## config.mk

```make
export PLATFORM = sky130hd
export DESIGN_NAME = psfe_ctrl
export DESIGN_NICKNAME = d
export VERILOG_FILES = /design/src/rtl/psfe_pkg.sv /design/src/rtl/psfe_ctrl.sv
export SDC_FILE = /design/constraint.sdc
export NUM_CORES = 1
export LEC_CHECK = 0
export BUFFER_PORTS_ARGS = -buffer_cell sky130_fd_sc_hd__buf_2
export CORE_MARGIN = 2
export CORE_UTILIZATION = 25
export CTS_BUF_LIST = sky130_fd_sc_hd__clkbuf_16
export DETAILED_ROUTE_END_ITERATION = 12
export PLACE_DENSITY = 0.45
export SLEW_MARGIN = 30
export SYNTH_ARGS = -nofsm -noshare
export SYNTH_HDL_FRONTEND = slang
export SYNTH_SLANG_ARGS = --single-unit
```

## constraint.sdc

```tcl
create_clock -name clk -period 1.85 [get_ports clk]
set_input_delay 0 -clock clk [delete_from_list [all_inputs] [get_ports clk]]
set_output_delay 0 -clock clk [all_outputs]
set_load 0.005 [all_outputs]
```

## src/rtl/psfe_pkg.sv

```systemverilog
package psfe_pkg;

	localparam int MAX_SPHERES_DEF = 4;
	localparam int COORD_BITS_DEF  = 32;

	localparam int IDX_W   = 2;
	localparam int OP_W    = 2;
	localparam int POS_W   = 32;
	localparam int FORCE_W = 32;
	localparam int REST_W  = 32;
	localparam int CNT_W   = 3;
	localparam int DB_W    = 17;
	localparam int GAIN_W  = 32;
	localparam int CFG_IDX_W  = 2;
	localparam int CFG_DATA_W = 32;

	localparam int DIFF_W = 36;
	localparam int U_W    = 31;
	localparam int U_FRAC = 30;
	localparam int M_FRAC = 16;

	localparam int MUL_A_W   = 48;
	localparam int MUL_B_W   = 51;
	localparam int MUL_DIG   = 16;
	localparam int MUL_STEPS = MUL_A_W / MUL_DIG;
	localparam int MUL_P_W   = MUL_A_W + MUL_B_W;
	localparam int FM_W      = MUL_P_W - U_FRAC;

	localparam logic [CFG_IDX_W-1:0] CFG_SPHERE_COUNT = 2'd0;
	localparam logic [CFG_IDX_W-1:0] CFG_DEAD_BAND    = 2'd1;
	localparam logic [CFG_IDX_W-1:0] CFG_FORCE_GAIN   = 2'd2;

	localparam logic [CNT_W-1:0]  SPHERE_COUNT_RST = 3'd4;
	localparam logic [DB_W-1:0]   DEAD_BAND_RST    = 17'd6554;
	localparam logic [GAIN_W-1:0] FORCE_GAIN_RST   = 32'd65536;

	localparam logic [OP_W-1:0] OP_LOAD    = 2'd0;
	localparam logic [OP_W-1:0] OP_CAPTURE = 2'd1;
	localparam logic [OP_W-1:0] OP_COMPUTE = 2'd2;

	typedef enum logic [1:0] {
		MS_SQ,
		MS_GAIN,
		MS_FORCE
	} msel_t;

	typedef enum logic [4:0] {
		ST_IDLE,
		ST_PASS,
		ST_RD_C,
		ST_RD_R,
		ST_LOAD_D,
		ST_SQ_GO,
		ST_SQ_WAIT,
		ST_SQ_ACC,
		ST_RT_GO,
		ST_RT_WAIT,
		ST_RT_DONE,
		ST_CAP_WR,
		ST_EVAL,
		ST_GM_GO,
		ST_GM_WAIT,
		ST_GM_DONE,
		ST_AX_GO,
		ST_DV_WAIT,
		ST_U_LATCH,
		ST_FM_GO,
		ST_FM_WAIT,
		ST_F_LATCH,
		ST_EMIT_A,
		ST_EMIT_B,
		ST_ADVANCE,
		ST_FIN
	} state_t;

	typedef struct packed {
		logic [IDX_W-1:0] r;
		logic [IDX_W-1:0] c;
		logic [1:0]       axis;
		logic             load_centre;
		logic             rd_col;
		logic             latch_pc;
		logic             load_d;
		logic             mul_start;
		msel_t            mul_sel;
		logic             acc_sq;
		logic             rt_start;
		logic             div_start;
		logic             latch_len;
		logic             cap_wr;
		logic             latch_diff;
		logic             latch_m;
		logic             latch_u;
		logic             latch_f;
		logic             emit_a;
		logic             emit_b;
		logic             fin;
	} cmd_t;

	typedef struct packed {
		logic [CNT_W-1:0] n;
		logic             mul_busy;
		logic             rd_busy;
		logic             len_zero;
		logic             outside;
		logic             hold_v;
		logic             out_free;
	} sts_t;

	typedef struct packed {
		logic               force_valid;
		logic [IDX_W-1:0]   target_sphere;
		logic [IDX_W-1:0]   inducer_sphere;
		logic [FORCE_W-1:0] force_x;
		logic [FORCE_W-1:0] force_y;
		logic [FORCE_W-1:0] force_z;
		logic [POS_W-1:0]   base_x;
		logic [POS_W-1:0]   base_y;
		logic [POS_W-1:0]   base_z;
	} res_t;

	function automatic logic [FORCE_W-1:0] sat_force(logic neg, logic [FM_W-1:0] m);
		logic [FORCE_W-1:0] r;
		if (!neg) begin
			r = (m > FM_W'(32'h7FFF_FFFF)) ? 32'h7FFF_FFFF : m[FORCE_W-1:0];
		end else if (m > FM_W'(32'h8000_0000)) begin
			r = 32'h8000_0000;
		end else begin
			r = 32'd0 - m[FORCE_W-1:0];
		end
		return r;
	endfunction

endpackage

```

## src/rtl/psfe_ctrl.sv

```systemverilog
module psfe_ctrl (
	input  logic                        clk,
	input  logic                        arst_n,
	input  logic                        s_tvalid,
	output logic                        s_tready,
	input  logic [psfe_pkg::OP_W-1:0]   opcode,
	input  psfe_pkg::sts_t              sts,
	output psfe_pkg::cmd_t              cmd
);

	localparam int NW = psfe_pkg::CNT_W;

	psfe_pkg::state_t state_q;
	psfe_pkg::state_t state_d;
	logic                       mode_q;
	logic [psfe_pkg::IDX_W-1:0] r_q;
	logic [psfe_pkg::IDX_W-1:0] c_q;
	logic [1:0]                 axis_q;
	logic                       start_pass;
	logic                       c_more;
	logic                       r_more;
	logic                       emit_ok;

	assign start_pass = (state_q == psfe_pkg::ST_IDLE) && s_tvalid &&
		((opcode == psfe_pkg::OP_CAPTURE) || (opcode == psfe_pkg::OP_COMPUTE));
	assign c_more  = (NW'(c_q) + NW'(1)) < sts.n;
	assign r_more  = (NW'(r_q) + NW'(2)) < sts.n;
	assign emit_ok = !sts.hold_v || sts.out_free;

	always_comb begin
		state_d = state_q;
		unique case (state_q)
			psfe_pkg::ST_IDLE:    if (start_pass) state_d = psfe_pkg::ST_PASS;
			psfe_pkg::ST_PASS: begin
				if (sts.n < NW'(2)) begin
					state_d = mode_q ? psfe_pkg::ST_FIN : psfe_pkg::ST_IDLE;
				end else begin
					state_d = psfe_pkg::ST_RD_C;
				end
			end
			psfe_pkg::ST_RD_C:    state_d = psfe_pkg::ST_RD_R;
			psfe_pkg::ST_RD_R:    state_d = psfe_pkg::ST_LOAD_D;
			psfe_pkg::ST_LOAD_D:  state_d = psfe_pkg::ST_SQ_GO;
			psfe_pkg::ST_SQ_GO:   state_d = psfe_pkg::ST_SQ_WAIT;
			psfe_pkg::ST_SQ_WAIT: if (!sts.mul_busy) state_d = psfe_pkg::ST_SQ_ACC;
			psfe_pkg::ST_SQ_ACC: begin
				state_d = (axis_q == 2'd2) ? psfe_pkg::ST_RT_GO : psfe_pkg::ST_SQ_GO;
			end
			psfe_pkg::ST_RT_GO:   state_d = psfe_pkg::ST_RT_WAIT;
			psfe_pkg::ST_RT_WAIT: if (!sts.rd_busy) state_d = psfe_pkg::ST_RT_DONE;
			psfe_pkg::ST_RT_DONE: state_d = mode_q ? psfe_pkg::ST_EVAL : psfe_pkg::ST_CAP_WR;
			psfe_pkg::ST_CAP_WR:  state_d = psfe_pkg::ST_ADVANCE;
			psfe_pkg::ST_EVAL: begin
				state_d = sts.outside ? psfe_pkg::ST_GM_GO : psfe_pkg::ST_ADVANCE;
			end
			psfe_pkg::ST_GM_GO:   state_d = psfe_pkg::ST_GM_WAIT;
			psfe_pkg::ST_GM_WAIT: if (!sts.mul_busy) state_d = psfe_pkg::ST_GM_DONE;
			psfe_pkg::ST_GM_DONE: state_d = psfe_pkg::ST_AX_GO;
			psfe_pkg::ST_AX_GO: begin
				state_d = sts.len_zero ? psfe_pkg::ST_U_LATCH : psfe_pkg::ST_DV_WAIT;
			end
			psfe_pkg::ST_DV_WAIT: if (!sts.rd_busy) state_d = psfe_pkg::ST_U_LATCH;
			psfe_pkg::ST_U_LATCH: state_d = psfe_pkg::ST_FM_GO;
			psfe_pkg::ST_FM_GO:   state_d = psfe_pkg::ST_FM_WAIT;
			psfe_pkg::ST_FM_WAIT: if (!sts.mul_busy) state_d = psfe_pkg::ST_F_LATCH;
			psfe_pkg::ST_F_LATCH: begin
				state_d = (axis_q == 2'd2) ? psfe_pkg::ST_EMIT_A : psfe_pkg::ST_AX_GO;
			end
			psfe_pkg::ST_EMIT_A:  if (emit_ok) state_d = psfe_pkg::ST_EMIT_B;
			psfe_pkg::ST_EMIT_B:  if (emit_ok) state_d = psfe_pkg::ST_ADVANCE;
			psfe_pkg::ST_ADVANCE: begin
				if (c_more || r_more) begin
					state_d = psfe_pkg::ST_RD_C;
				end else begin
					state_d = mode_q ? psfe_pkg::ST_FIN : psfe_pkg::ST_IDLE;
				end
			end
			psfe_pkg::ST_FIN:     if (sts.out_free) state_d = psfe_pkg::ST_IDLE;
			default:              state_d = psfe_pkg::ST_IDLE;
		endcase
	end

	always_comb begin
		cmd             = '0;
		cmd.r           = r_q;
		cmd.c           = c_q;
		cmd.axis        = axis_q;
		cmd.mul_sel     = psfe_pkg::MS_SQ;
		s_tready        = (state_q == psfe_pkg::ST_IDLE);
		cmd.load_centre = s_tready && s_tvalid && (opcode == psfe_pkg::OP_LOAD);
		unique case (state_q)
			psfe_pkg::ST_RD_C:    cmd.rd_col = 1'b1;
			psfe_pkg::ST_RD_R:    cmd.latch_pc = 1'b1;
			psfe_pkg::ST_LOAD_D:  cmd.load_d = 1'b1;
			psfe_pkg::ST_SQ_GO:   cmd.mul_start = 1'b1;
			psfe_pkg::ST_SQ_ACC:  cmd.acc_sq = 1'b1;
			psfe_pkg::ST_RT_GO:   cmd.rt_start = 1'b1;
			psfe_pkg::ST_RT_DONE: cmd.latch_len = 1'b1;
			psfe_pkg::ST_CAP_WR:  cmd.cap_wr = 1'b1;
			psfe_pkg::ST_EVAL:    cmd.latch_diff = 1'b1;
			psfe_pkg::ST_GM_GO: begin
				cmd.mul_start = 1'b1;
				cmd.mul_sel   = psfe_pkg::MS_GAIN;
			end
			psfe_pkg::ST_GM_DONE: cmd.latch_m = 1'b1;
			psfe_pkg::ST_AX_GO:   cmd.div_start = !sts.len_zero;
			psfe_pkg::ST_U_LATCH: cmd.latch_u = 1'b1;
			psfe_pkg::ST_FM_GO: begin
				cmd.mul_start = 1'b1;
				cmd.mul_sel   = psfe_pkg::MS_FORCE;
			end
			psfe_pkg::ST_F_LATCH: cmd.latch_f = 1'b1;
			psfe_pkg::ST_EMIT_A:  cmd.emit_a = emit_ok;
			psfe_pkg::ST_EMIT_B:  cmd.emit_b = emit_ok;
			psfe_pkg::ST_FIN:     cmd.fin = sts.out_free;
			default: ;
		endcase
	end

	always_ff @(posedge clk or negedge arst_n) begin
		if (!arst_n) begin
			state_q <= psfe_pkg::ST_IDLE;
			mode_q  <= 1'b0;
			r_q     <= '0;
			c_q     <= '0;
			axis_q  <= '0;
		end else begin
			state_q <= state_d;
			if (start_pass) begin
				mode_q <= (opcode == psfe_pkg::OP_COMPUTE);
				r_q    <= '0;
				c_q    <= psfe_pkg::IDX_W'(1);
			end
			if ((state_q == psfe_pkg::ST_LOAD_D) || (state_q == psfe_pkg::ST_GM_DONE)) begin
				axis_q <= '0;
			end
			if ((state_q == psfe_pkg::ST_SQ_ACC) || (state_q == psfe_pkg::ST_F_LATCH)) begin
				axis_q <= axis_q + 2'd1;
			end
			if (state_q == psfe_pkg::ST_ADVANCE) begin
				if (c_more) begin
					c_q <= c_q + psfe_pkg::IDX_W'(1);
				end else if (r_more) begin
					r_q <= r_q + psfe_pkg::IDX_W'(1);
					c_q <= r_q + psfe_pkg::IDX_W'(2);
				end
			end
		end
	end

endmodule

```

* Word-level counts from Yosys, hierarchy flattened
Index checks and enable logic that the tools add are counted.
** Cells by class
- Eq/ne operators :: 37
- Reduce and logical (&&, ||, !) cells :: 15
- $lt $le $gt $ge :: 3
- Add/sub/neg operators :: 6
- Multiplexer cells :: 45
** Operators by type and width (count)
- 5-bit one-hot mux with 26 select lines :: 1
- 5-bit 2-to-1 mux :: 13
- 5-bit == test, second input constant :: 10
- 5-bit by 4-bit == test with 1-bit output, second input constant :: 8
- 2-bit 2-to-1 mux :: 11
- 5-bit by 3-bit == test with 1-bit output, second input constant :: 4
- 1-bit 2-to-1 mux :: 16
- 2-bit inequality test, second input constant :: 8
- 5-bit by 2-bit == test with 1-bit output, second input constant :: 2
- 9-bit AND reduction :: 1
- 2-bit by 1-bit adder with 2-bit output, second input constant :: 3
- 3-bit less-than comparator :: 2
- 3-bit 2-to-1 mux :: 2
- 5-bit by 1-bit == test with 1-bit output, second input constant :: 1
- 5-bit zero test :: 1
- 1-bit logical OR :: 5
- 2-bit == test, second input constant :: 2
- 4-bit 2-to-1 mux :: 1
- 2-bit one-hot mux with 2 select lines :: 1
- 2-bit by 1-bit adder with 3-bit output, second input constant :: 1
- 2-bit by 2-bit adder with 3-bit output, second input constant :: 1
- 1-bit logical AND :: 3
- 3-bit by 2-bit less-than comparator with 1-bit output, second input constant :: 1
- 3-bit OR reduction :: 1
- 6 further kinds :: 7
** Storage, ports and cells
- Input bits :: 14
- Logic and storage cells :: 111
- Bits in registers :: 12
- Output and inout bits :: 26

* Logic depth before layout (Yosys ltp)
Gate-level depths: netlist of the first run.
- Word-level depth :: 7
- Mapped depth :: 8
- Depth with buffers taken out :: 7

* Least setup slack after synthesis of the first run
OpenSTA, ideal clock, no wires.
- Kind :: register to register
- Start :: register c_q[0] in the netlist's numbering
- End :: register r_q[1] in the netlist's numbering
- Path buffers :: 0
- Data arrival time :: 1.943 ns
- Required time :: 1.773 ns
- Clock period less this slack :: 2.020 ns
- Setup time :: 0.077 ns
- Path slack :: -0.170 ns
- Cell stages (with the launch flop) :: 8
- Cell sequence :: dfrtp_1 > ha_1 > ha_1 > nand2_1 > o21a_1 > nor3b_2 > mux2_1 > a21oi_1
** Between the ends
- Cells in the longest elaborated chain, start to end :: 4
** RTL lines
- start: declaration :: line psfe_ctrl.sv:17 : logic [psfe_pkg::IDX_W-1:0] c_q;
- start signal: assignment :: line psfe_ctrl.sv:132 : c_q <= psfe_pkg::IDX_W'(1);
- start signal: assignment :: line psfe_ctrl.sv:142 : c_q <= c_q + psfe_pkg::IDX_W'(1);
- start signal: assignment :: line psfe_ctrl.sv:145 : c_q <= r_q + psfe_pkg::IDX_W'(2);
- 2-bit by 1-bit adder with 3-bit output :: line psfe_ctrl.sv:26 : assign c_more = (NW'(c_q) + NW'(1)) < sts.n;
- 3-bit less-than comparator :: line psfe_ctrl.sv:26
- 2-bit 2-to-1 mux :: line psfe_ctrl.sv:141 : if (c_more) begin
- 2-bit 2-to-1 mux :: line psfe_ctrl.sv:140 : if (state_q == psfe_pkg::ST_ADVANCE) begin
- end signal: assignment :: line psfe_ctrl.sv:144 : r_q <= r_q + psfe_pkg::IDX_W'(1);
- end: declaration :: line psfe_ctrl.sv:16 : logic [psfe_pkg::IDX_W-1:0] r_q;
No other way between the ends.
A chain may end at the register's enable or synchronous reset.

* Final worst setup path of the first run
- Start :: register c_q[0] in the netlist's numbering
- End :: register r_q[0] in the netlist's numbering
The elaborated chain is that of the path after synthesis.

==> impl_metrics.yaml, run 1 <==
outcome:
  status: "complete, but fails checks"
  violations: "setup timing"
setup_path:
  critPathCaptureType: "register"
  cp_max_fo: 2
  cp-start-kind: "register"
  worst_ep_required_time_ps: 1970
  reg2reg_slack_ps: -90
  cp.arrival_ps: 2060
  worstSetupPathType: "reg -> reg"
hold_path:
  min_path_type: "in -> reg"
sta:
  fmax_mhz: 516
  hold_viol_final: 0
  rsz0062_at_grt: "true"
  finalMaxSlewViolations: 0
  layout_setup_ws_ps: -86.3
  period_share_pct: 105
  clock_skew_ps: 2.20
  fin_tns_setup_ps: -151
  slew_headroom_pct: 72.0
  finalSetupViolations: 3
  period_needed_ps: 1940
  worst_pin_slew_ps: 417
placed_design:
  dpl.cell_count: 307
  gp_congestion: 0.811
  dp_hpwl_microns: 3320
  portBuffers: 39
cells_and_area:
  fin_nets: 272
  diodes: 0
  final_cell_mix: "buf_2 (39), buf_4 (38), nor2_1 (19)"
  fin_util_pct: 39.0
  layout-area-overhead-vs-synth_pct: 49.2
  drive_gt1_share_pct: 41.8
  multi_input_area_sq_um: 993
  final-seq-area_sq_um: 302
  fillers: 535
  fin_cells: 319
  final_common_cell: "buf_2"
detailed_routing:
  drcViolationCount: 0
  drt_iter0_drc: 80
  drt_pass1_iterations: 4
  antenna_left: 0
  wl_per_cell_microns: 13.2
  drt-total-wl_microns: 4200
  viasPerCell: 4.81
  vias: 1534
clock_tree:
  path_clk_slew_ps: 40
  clockBufferDepth: 2
  cts.sinks: 12
  cts_tree: "done"
  cts_root_buffer: "clkbuf_16"
  cts-buffers-inserted: 3
  clk-insertion-delay-late_ps: 240
  htreeDepth: 1
global_route:
  grt_busiest_layer: "met2"
  grt_max_degree: 17
  use_met2_pct: 24.1
  grt_pass1_wl_microns: 7220
  grtUsageMet3_pct: 2.21
  grt_use_met1_pct: 20.2
  gr-total-overflow: 0
  grt_pass1_vias: 1468
  grt_usage_pct: 14.7
  antenna_found_initial: 0
die:
  ioPinCount: 40
  start_util_pct: 26.2
  dieArea_sq_um: 6020
  die_w_microns: 77.6
  rows: 26
  fp.dieH_microns: 77.6
  core-area_sq_um: 5170
logic_synthesis:
  synth_area_sq_um: 1350
  yosysWarnings: 0
  ys_seq_elements: 12
  ys.flop_type: "dfrtp_1"
  synth_edf_count: 0
  synth_cell_type_count: 56
  synthCells: 178
  yosysSeqAreaShare_pct: 22.2
  postSynthAreaPerCell_sq_um: 7.61
  syn_nets: 200
  synthArstFlopShare_pct: 100
pwr:
  p_leak_nw: 0.982
  power_density_nw_per_um2: 1570
  ir_worst_vdd_mv: 0.490
job:
  cap_violations: 0
==> flip-flops by register name, indices dropped and copies added (netlist names) <==
name     count
mode_q       1
axis_q       2
c_q          2
state_q      5
r_q          2
==> per-stage QoR <==
| stage | power [mW] | hold WS [ps] | setup WS [ps] | instance area (sq um) |
|---|---|---|---|---|
| floorplan | 1.81 | -296 | -129 | 1350 |
| finish | 3.18 | 118 | -86.3 | 2020 |
| detailed placement | 2.57 | -86.5 | -165 | 1810 |
| CTS | 3.14 | 119 | -107 | 1980 |
| global route | 3.48 | 141 | -154 | 2020 |
| global placement | 2.61 | -74.6 | -103 | 1810 |
==> path summary, 6_finish.rpt <==
kind	startpoint	to	depth (start not counted)
worst max-delay path	c_q[0]$_DFF_PN0_	r_q[0]$_DFF_PN0_	8
worst max register to register	c_q[0]$_DFF_PN0_	r_q[0]$_DFF_PN0_	8
max in group asynchronous	arst_n	state_q[4]$_DFFE_PN0P_	2
min in group asynchronous	arst_n	state_q[0]$_DFFE_PN0P_	2
worst min register to register	axis_q[1]$_DFFE_PN0P_	axis_q[1]$_DFFE_PN0P_	2
worst min-delay path	opcode[1]	mode_q$_DFFE_PN0P_	4
==> synthesized netlist by cell type, types with 2 or more instances <==
cell type  number  area [sq um]
inv_1          13          48.8
mux2_4          2          30.0
nor4_1          2          12.5
buf_4           2          15.0
nand2_1        14          52.6
ha_1            8           100
xor2_1          2          17.5
a21oi_1        12          60.1
o21ai_0         8          40.0
nor3_1          6          30.0
o2111ai_1       2          17.5
buf_2           8          40.0
a31oi_1         6          37.5
o22ai_1         3          18.8
and3_1          4          25.0
nand2b_1        5          31.3
nor2b_1         5          31.3
dfrtp_1        12           300
nor3b_1         3          22.5
o211ai_1        4          30.0
nor2_1         20          75.1
nand3_1         2          10.0
inv_2           2          7.51
==> worst max-delay path: stages (launching register included) <==
cell	delay, ps
dfrtp_1	410
ha_4	270
ha_4	260
nand2_2	40
o21a_1	180
nor3b_2	230
buf_4	150
nor2_2	30
mux2_4	260
==> cell families after synthesis <==
group / count (synthesis) / share of synthesized area [%]
xor+xnor: 2 / 1.29
simple gates: 76 / 31.7
mux: 4 / 3.88
flops: 12 / 22.2
compound gates: 49 / 24.2
fa+ha+maj: 8 / 7.39
buf+inv: 27 / 9.33
==> routing by layer <==
layer | wire length (microns) | vias to the layer above
li1 | - | 779
met1 | 2030 | 725
met2 | 2010 | 28
met3 | 123 | 2
met4 | 28 | 0
met5 | 0 | -
==> layout make-up <==
cell class | count | share of cell area, %
Clock buffer | 3 | 3.72
Tap cell | 70 | 4.34
Clock inverter | 1 | 0.186
Sequential cell | 12 | 14.9
Multi-Input combinational cell | 139 | 49.2
Timing Repair Buffer | 79 | 24.8
Inverter | 15 | 2.79
==> what timing repair did <==
| action | CTS | global route |
|---|---|---|
| setup buffers | 4 | 3 |
| hold buffers | 1 | 0 |
| endpoints found under the setup margin | 8 | 8 |
| endpoints found under the hold margin | 12 | 0 |
| resized for setup | 11 | 5 |
| pin swaps | 2 | 7 |
==> power by group <==
group | internal (mW) | switching, mW
Clock | 0.284 | 0.109
Sequential | 0.379 | 0.133
Combinational | 1.13 | 1.14
Total | 1.80 | 1.38
No activity file was read; power rests on OpenSTA's default activity.
==> run 2, diff against run 1 <==
- MAX_ROUTING_LAYER: not set -> met4
==> impl_metrics.yaml, run 2 (synthesis results as in run 1) <==
hold_path:
  min_path_type: "in -> reg"
  hp-start: "opcode[1]"
  hold-path-endpoint: "mode_q$_DFFE_PN0P_"
  hold_path_depth: 4
setup_path:
  cp.arrival_ps: 2060
  cp-start-kind: "register"
  reg2reg_slack_ps: -90
  worstSetupPathType: "reg -> reg"
  reg2reg_to: "r_q[0]$_DFF_PN0_"
  worst_ep_required_time_ps: 1970
  critPathCaptureType: "register"
  cp_max_fo: 2
  r2r-start: "c_q[0]$_DFF_PN0_"
  r2r_cells: 8
die:
  dieArea_sq_um: 6020
  die_w_microns: 77.6
  fp.dieH_microns: 77.6
  core-area_sq_um: 5170
  rows: 26
  ioPinCount: 40
  start_util_pct: 26.2
detailed_routing:
  drt_pass1_iterations: 4
  antenna_left: 0
  drt_iter0_drc: 80
  wl_per_cell_microns: 13.2
  drcViolationCount: 0
  vias: 1528
  drt-total-wl_microns: 4200
  viasPerCell: 4.79
placed_design:
  gp_congestion: 0.823
  portBuffers: 39
  dpl.cell_count: 307
  dp_hpwl_microns: 3320
  placed_area_sq_um: 1810
  pre_cts_ws_ps: -165
cells_and_area:
  final_common_cell: "buf_2"
  drive_gt1_share_pct: 41.8
  final_area_sq_um: 2020
  fin_cells: 319
  diodes: 0
  fin_util_pct: 39.0
  final_cell_mix: "buf_2 (39), buf_4 (38), nor2_1 (19)"
  largest-register: "state_q"
  fin_nets: 272
  largest_reg_flops: 5
  layout-area-overhead-vs-synth_pct: 49.2
sta:
  clock_skew_ps: 2.21
  hold_viol_final: 0
  slew_headroom_pct: 72.0
  finalMaxSlewViolations: 0
  worst_pin_slew_ps: 417
  period_share_pct: 105
  hold_ws_ps: 118
  layout_setup_ws_ps: -86.3
  rsz0062_at_grt: "true"
  fmax_mhz: 516
  period_needed_ps: 1940
  finalSetupViolations: 3
job:
  cap_violations: 0
outcome:
  status: "complete, but fails checks"
  violations: "setup timing"
clock_tree:
  clk-insertion-delay-late_ps: 240
  cts_root_buffer: "clkbuf_16"
  cts.sinks: 12
  htreeDepth: 1
  clockBufferDepth: 2
  path_clk_slew_ps: 40
  cts_tree: "done"
  cts-buffers-inserted: 3
global_route:
  gr-total-overflow: 0
  grt_pass1_wl_microns: 7210
  grt_pass1_vias: 1468
  grt_max_degree: 17
  antenna_found_initial: 0
  grt_usage_pct: 15.1
pwr:
  p_leak_nw: 0.982
  power_density_nw_per_um2: 1570
  ir_worst_vdd_mv: 0.491
[run 2: report_power, final]
| part | internal [mW] | switching (mW) | leakage [nW] | total [mW] |
|---|---|---|---|---|
| Clock | 0.284 | 0.109 | 0.0385 | 0.394 |
| Sequential | 0.379 | 0.133 | 0.149 | 0.512 |
| Combinational | 1.13 | 1.14 | 0.794 | 2.27 |
[run 2: metal layers]
metal,GRT usage (%),vias up,wire length [microns]
met5,-,-,0
met4,3.21,0,28
met3,2.21,2,111
met2,24.1,26,2020
met1,20.2,721,2050
li1,-,779,-
[run 2: worst max path at each step]
stage	startpoint	endpoint	cells past startpoint
after floorplan	c_q[0]$_DFF_PN0_	r_q[1]$_DFF_PN0_	7
after global placement	c_q[1]$_DFF_PN0_	r_q[1]$_DFF_PN0_	7
after detailed placement	c_q[1]$_DFF_PN0_	r_q[1]$_DFF_PN0_	7
after CTS	c_q[1]$_DFF_PN0_	r_q[1]$_DFF_PN0_	7
after global routing	c_q[0]$_DFF_PN0_	r_q[0]$_DFF_PN0_	8
final	c_q[0]$_DFF_PN0_	r_q[0]$_DFF_PN0_	8
[run 2: layout make-up]
type / count / area [sq um]
fill: 535 / 3150
clock inverter: 1 / 3.75
clock buffer: 3 / 75.1
timing repair buffer: 79 / 502
multi-input combinational: 139 / 993
tap: 70 / 87.6
inverter: 15 / 56.3
sequential: 12 / 302
[run 2: worst max-delay path, cell delays in order, from the launching register on]
cell and delay (ps):
dfrtp_1 410, ha_4 270, ha_4 260, nand2_2 40, o21a_1 180, nor3b_2 230
buf_4 150, nor2_2 30, mux2_4 260
[run 2: timing repair]
| item | in CTS | in global routing |
|---|---|---|
| resized for setup | 11 | 5 |
| pin swaps | 2 | 7 |
| hold buffers | 1 | 0 |
| endpoints found under the hold margin | 12 | 0 |
| setup buffers | 4 | 3 |
| endpoints found under the setup margin | 8 | 8 |
[run 2: metrics by stage]
step / setup TNS (ps) / total power, mW
2_1_floorplan: -249 / 1.81
6_report: -151 / 3.18
4_1_cts: -136 / 3.14
5_1_grt: -694 / 3.48
3_5_place_dp: -794 / 2.57
3_3_place_gp: -465 / 2.61
